==> src/design/ale_pkg.sv <==
// ale_pkg: types, codes and sizes shared by the list engine and its cells
// no dependencies
package ale_pkg;

    localparam int CAPACITY = 128;
    localparam int IW = (CAPACITY > 1) ? $clog2(CAPACITY) : 1;
    localparam int CW = $clog2(CAPACITY + 1);

    typedef enum logic [2:0] {
        M_CLEAR  = 3'd0,
        M_INSERT = 3'd1,
        M_DELETE = 3'd2,
        M_LSRCH  = 3'd3,
        M_SORT   = 3'd4,
        M_BSRCH  = 3'd5,
        M_READ   = 3'd6,
        M_NONE   = 3'd7
    } t_mode;

    localparam logic [2:0] ST_OK       = 3'd0;
    localparam logic [2:0] ST_FULL     = 3'd1;
    localparam logic [2:0] ST_EMPTY    = 3'd2;
    localparam logic [2:0] ST_BADPOS   = 3'd3;
    localparam logic [2:0] ST_NOTFOUND = 3'd4;

    typedef struct packed {
        logic [2:0]         mode;
        logic signed [31:0] value;
        logic [6:0]         position;
    } t_in;

    typedef struct packed {
        logic [2:0]         status;
        logic [6:0]         found_index;
        logic signed [31:0] read_data;
        logic [7:0]         count;
    } t_out;

    typedef enum logic [2:0] {
        C_HOLD,
        C_INS,
        C_DEL,
        C_SWAP,
        C_LOAD,
        C_SHIFT
    } t_cop;

    typedef struct packed {
        t_cop               op;
        logic [IW-1:0]      pos;
        logic [CW-1:0]      cnt;
        logic signed [31:0] val;
        logic               phase;
    } t_cell_ctl;

endpackage

==> src/design/ale_cell.sv <==
// ale_cell: one list entry with its probe register
// depends on ale_pkg
module ale_cell
    import ale_pkg::*;
(
    input  logic               i_clk,
    input  logic [IW-1:0]      i_idx,
    input  t_cell_ctl          i_ctl,
    input  logic signed [31:0] i_left,
    input  logic signed [31:0] i_right,
    input  logic signed [31:0] i_right_probe,
    output logic signed [31:0] o_data,
    output logic signed [31:0] o_probe
);

    logic signed [31:0] r_data;
    logic signed [31:0] r_probe;
    logic signed [31:0] n_data;
    logic signed [31:0] n_probe;
    logic [CW:0]        w_idx;
    logic [CW:0]        w_pos;
    logic [CW:0]        w_cnt;

    assign w_idx = (CW+1)'(i_idx);
    assign w_pos = (CW+1)'(i_ctl.pos);
    assign w_cnt = (CW+1)'(i_ctl.cnt);

    always_comb begin
        n_data  = r_data;
        n_probe = r_probe;
        case (i_ctl.op)
            C_INS: begin
                if (w_idx == w_pos) begin
                    n_data = i_ctl.val;
                end else if (w_idx > w_pos && w_idx <= w_cnt) begin
                    n_data = i_left;
                end
            end
            C_DEL: begin
                if (w_idx >= w_pos && w_idx + 1'b1 < w_cnt) begin
                    n_data = i_right;
                end
            end
            C_SWAP: begin
                // odd-even transposition: lower of a pair keeps min, upper keeps max
                if (i_idx[0] == i_ctl.phase && w_idx + 1'b1 < w_cnt) begin
                    if (i_right < r_data) begin
                        n_data = i_right;
                    end
                end else if (i_idx[0] != i_ctl.phase && w_idx != '0 && w_idx < w_cnt) begin
                    if (r_data < i_left) begin
                        n_data = i_left;
                    end
                end
            end
            C_LOAD:  n_probe = r_data;
            C_SHIFT: n_probe = i_right_probe;
            default: ;
        endcase
    end

    always_ff @(posedge i_clk) begin
        r_data  <= n_data;
        r_probe <= n_probe;
    end

    assign o_data  = r_data;
    assign o_probe = r_probe;

endmodule

==> config.mk <==
export PLATFORM = sky130hd
export DESIGN_NAME = ale_cell
export DESIGN_NICKNAME = d
export VERILOG_FILES = /design/src/design/ale_pkg.sv /design/src/design/ale_cell.sv
export SDC_FILE = /design/constraint.sdc
export NUM_CORES = 1
export LEC_CHECK = 0
export BUFFER_PORTS_ARGS = -buffer_cell sky130_fd_sc_hd__buf_2
export CORE_ASPECT_RATIO = 0.6
export CORE_MARGIN = 1.5
export CORE_UTILIZATION = 53
export CTS_CLUSTER_SIZE = 8
export DETAILED_ROUTE_END_ITERATION = 10
export HOLD_SLACK_MARGIN = 0.02
export PLACE_DENSITY = 0.86
export SLEW_MARGIN = 40
export SYNTH_ARGS = -nofsm -noshare
export SYNTH_HDL_FRONTEND = slang
export SYNTH_SLANG_ARGS = --single-unit
==> constraint.sdc <==
create_clock -name i_clk -period 13.7 [get_ports i_clk]
set_input_delay 4.11 -clock i_clk [delete_from_list [all_inputs] [get_ports i_clk]]
set_output_delay 4.11 -clock i_clk [all_outputs]
set_load 0.05 [all_outputs]
==> flow_summary.yaml <==
run_status:
  status: "finished, final reports clean"
timing:
  layout_min_cycle_time_ns: 6.86
  max_freq_ghz: 0.146
  relSlewSlack: 0.456
  min_period_over_period: 0.501
  rsz0062_at_grt: "false"
  hold_viol: 0
  finClkSkew_ns: 0.00439
  slew_viol_final: 0
  worstMarginPinSlew_ns: 0.809
  setup-violations-final: 0
  setup-tns-final_ns: 0
synth:
  ys_top_cells_by_area: "edfxtp_1 38%, ha_1 21%, mux2_2 7.2%"
  syn_area_per_cell_um2: 10.3
  yosys_warnings: 0
  synth.distinct_cells: 46
  synth_area_um2: 5040
  synth_area_leader_cell: "edfxtp_1"
  yosysTopAreaCellShare: 0.382
  ys_seq_elements: 64
  yosys_most_used_dff: "edfxtp_1"
  synth_common_cells: "86 x ha_1, 79 x inv_1, 64 x edfxtp_1, 46 x a21oi_1, 32 x mux2_2"
  synth_most_common_cell: "ha_1"
  synth_nets: 728
  syn_inst: 487
  ys_seq_area_frac: 0.382
  synth-edff-count: 64
  synthArstFlopShare: 0
power_and_ir_drop:
  p_per_area_nw_per_um2: 95.3
  switchingPower_uw: 196
  seqPwrFrac: 0.378
  swShare: 0.311
  internal_power_uw: 434
  power.leakage_nw: 3.34
  vdd_drop_max_v: 0.0000625
  pwr-share-comb: 0.264
  p_clk_frac: 0.358
grt:
  grt_pass1_wl_um: 23400
  antenna_found_initial: 1
  overflow: 0
  grt_pass1_vias: 4693
  grt_max_degree: 33
  track_usage: 0.303
cts:
  clock_sinks: 64
  worstSkewPairLatency_ns: 0.33
  clkTransAtPathRegs_ns: 0.06
  postCtsHoldBufs: 0
  cts_post_setup_buffers_inserted: 0
  numCtsBuffers: 9
  post_cts_resized: 0
  root_buffer: "clkbuf_16"
  cts_tree: "yes"
  cts_max_level: 3
  cts_buffer_depth: 2
placement:
  hpwl_um: 12100
  io_buffers: 218
  gp_congestion: 0.893
  placedCellCount: 826
critical_path:
  crit_fanout: 32
  start_kind: "input port"
  max_stage_delay_ns: 0.63
  critPathMostFrequentCell: "a21oi_1"
  slowest_stage: "or4b_2"
  reg2reg_depth: 11
  crit_chain: "buf_2 > ha_1 > xor2_1 > ha_1 > o21ai_1 > a21oi_1 > o31ai_2 > a21oi_1 > or4b_2 > a21oi_1 > nand2_1 > o211ai_1 > buf_4"
  critPathRequiredTime_ns: 13.67
  worst_ep_arrival_time_ns: 6.84
  criticalPathCategory: "input port to register"
  critPathCaptureType: "register"
floorplan:
  initial_core_util: 0.548
  die_x_um: 129
  dieArea_um2: 10100
  pin_count: 219
  die-height_um: 78.5
  core-area_um2: 9190
  fp-row-count: 27
finish:
  stdcell_count: 842
  diodes: 0
  syn2layout_area_growth_pct: 31.1
  final_nets: 948
  layout-drive-gt1-share: 0.390
  fill_cells: 703
run:
  maxCapViolCount: 0
worst_hold_path:
  hold_path.class: "register to register"
  worstHoldPathCells: 1
detailed_routing:
  avgViaCountPerCell: 5.67
  drt_iter0_drc: 271
  dr.pass1.iters: 4
  routed_wl_um: 15500
  drc: 0
  ant_nets: 0
  wl_per_cell_um: 18.4
  vias: 4771
state kept, by name (all words and copies together) (netlist names):
register	flops
o_data	32
o_probe	32
path summary, 6_finish.rpt:
check / slack [ns] / from / end
worst max-delay path: 6.84 / i_idx[0] / o_data[3]$_DFFE_PP_
worst min-delay path: 0.65 / o_data[4]$_DFFE_PP_ / o_probe[4]$_DFFE_PP_
worst max register to register: 10.47 / o_data[5]$_DFFE_PP_ / o_data[3]$_DFFE_PP_
worst min register to register: 0.65 / o_data[4]$_DFFE_PP_ / o_probe[4]$_DFFE_PP_
layout by cell type (no fill, tap or decap), drive strengths merged, types with 2 or more instances in the layout:
cell      count
buf         221
ha           86
inv          79
edfxtp       64
a21oi        47
mux2         32
o22ai        28
a21o         17
o21ai        14
nand4        13
nand2        13
nor2         11
clkbuf       10
nand3         9
and3          6
a211oi        6
nand2b        5
nor2b         5
xnor2         4
o21a          4
nor3          3
a221o         3
clkinv        3
a221oi        3
xor2          2
nor4          2
a31oi         2
o2111ai       2
o211ai        2
clkinvlp      2
o31ai         2
kinds of logic (layout without fill, tap and decap cells):
kind of cell             Yosys count  after routing  share of synthesized area
adder cells (fa/ha/maj)           86             86                      0.214
buffers and inverters             91            316                     0.0688
XOR/XNOR                           6              6                     0.0104
AO/OA/AOI/OAI                    136            136                      0.177
flip-flops                        64             64                      0.382
multiplexers                      33             33                     0.0735
AND/OR/NAND/NOR                   71             71                     0.0753
stage by stage:
| stage | area [um^2] | worst slack (ns) | util | hold WS (ns) | power, mW |
|---|---|---|---|---|---|
| 2_1_floorplan | 5040 | 6.32 | - | 0.984 | 0.345 |
| 3_3_place_gp | 6260 | 6.53 | 0.682 | 0.621 | 0.399 |
| 3_5_place_dp | 6310 | 6.53 | 0.687 | 0.630 | 0.405 |
| 4_1_cts | 6600 | 6.86 | 0.718 | 0.644 | 0.632 |
| 5_1_grt | 6600 | 6.62 | 0.719 | 0.670 | 0.655 |
| 6_report | 6600 | 6.84 | 0.719 | 0.646 | 0.630 |
worst max-delay path: cells and delay by family:
kind | cells | cell delay, ns
AO/OA/AOI/OAI | 6 | 0.77
AND/OR/NAND/NOR | 2 | 0.70
buffers and inverters | 2 | 0.58
adder cells (fa/ha/maj) | 2 | 0.51
XOR/XNOR | 1 | 0.16
per-layer routing:
layer / GRT usage / routed length [um] / up-vias
li1: - / - / 2267
met1: 0.399 / 6730 / 2223
met2: 0.504 / 7110 / 264
met3: 0.0818 / 1480 / 17
met4: 0.0607 / 122 / 0
met5: 0 / 0 / -
power by group through the flow:
stage / Sequential (mW) / Combinational, mW / Clock (mW)
after global placement: 0.241 / 0.157 / 0
final: 0.238 / 0.166 / 0.226
after CTS: 0.238 / 0.165 / 0.229
after floorplan: 0.274 / 0.0709 / 0
after detailed placement: 0.242 / 0.164 / 0
after global routing: 0.239 / 0.181 / 0.236
cell type report:
| class | count | area [um^2] | area share |
|---|---|---|---|
| Sequential cell | 64 | 1920 | 0.291 |
| Clock inverter | 6 | 60.1 | 0.00910 |
| Timing Repair Buffer | 221 | 1140 | 0.173 |
| Inverter | 79 | 297 | 0.0449 |
| Multi-Input combinational cell | 332 | 2790 | 0.423 |
| Clock buffer | 10 | 229 | 0.0347 |
| Tap cell | 130 | 163 | 0.0246 |
No activity file was read; power rests on OpenSTA's default activity.
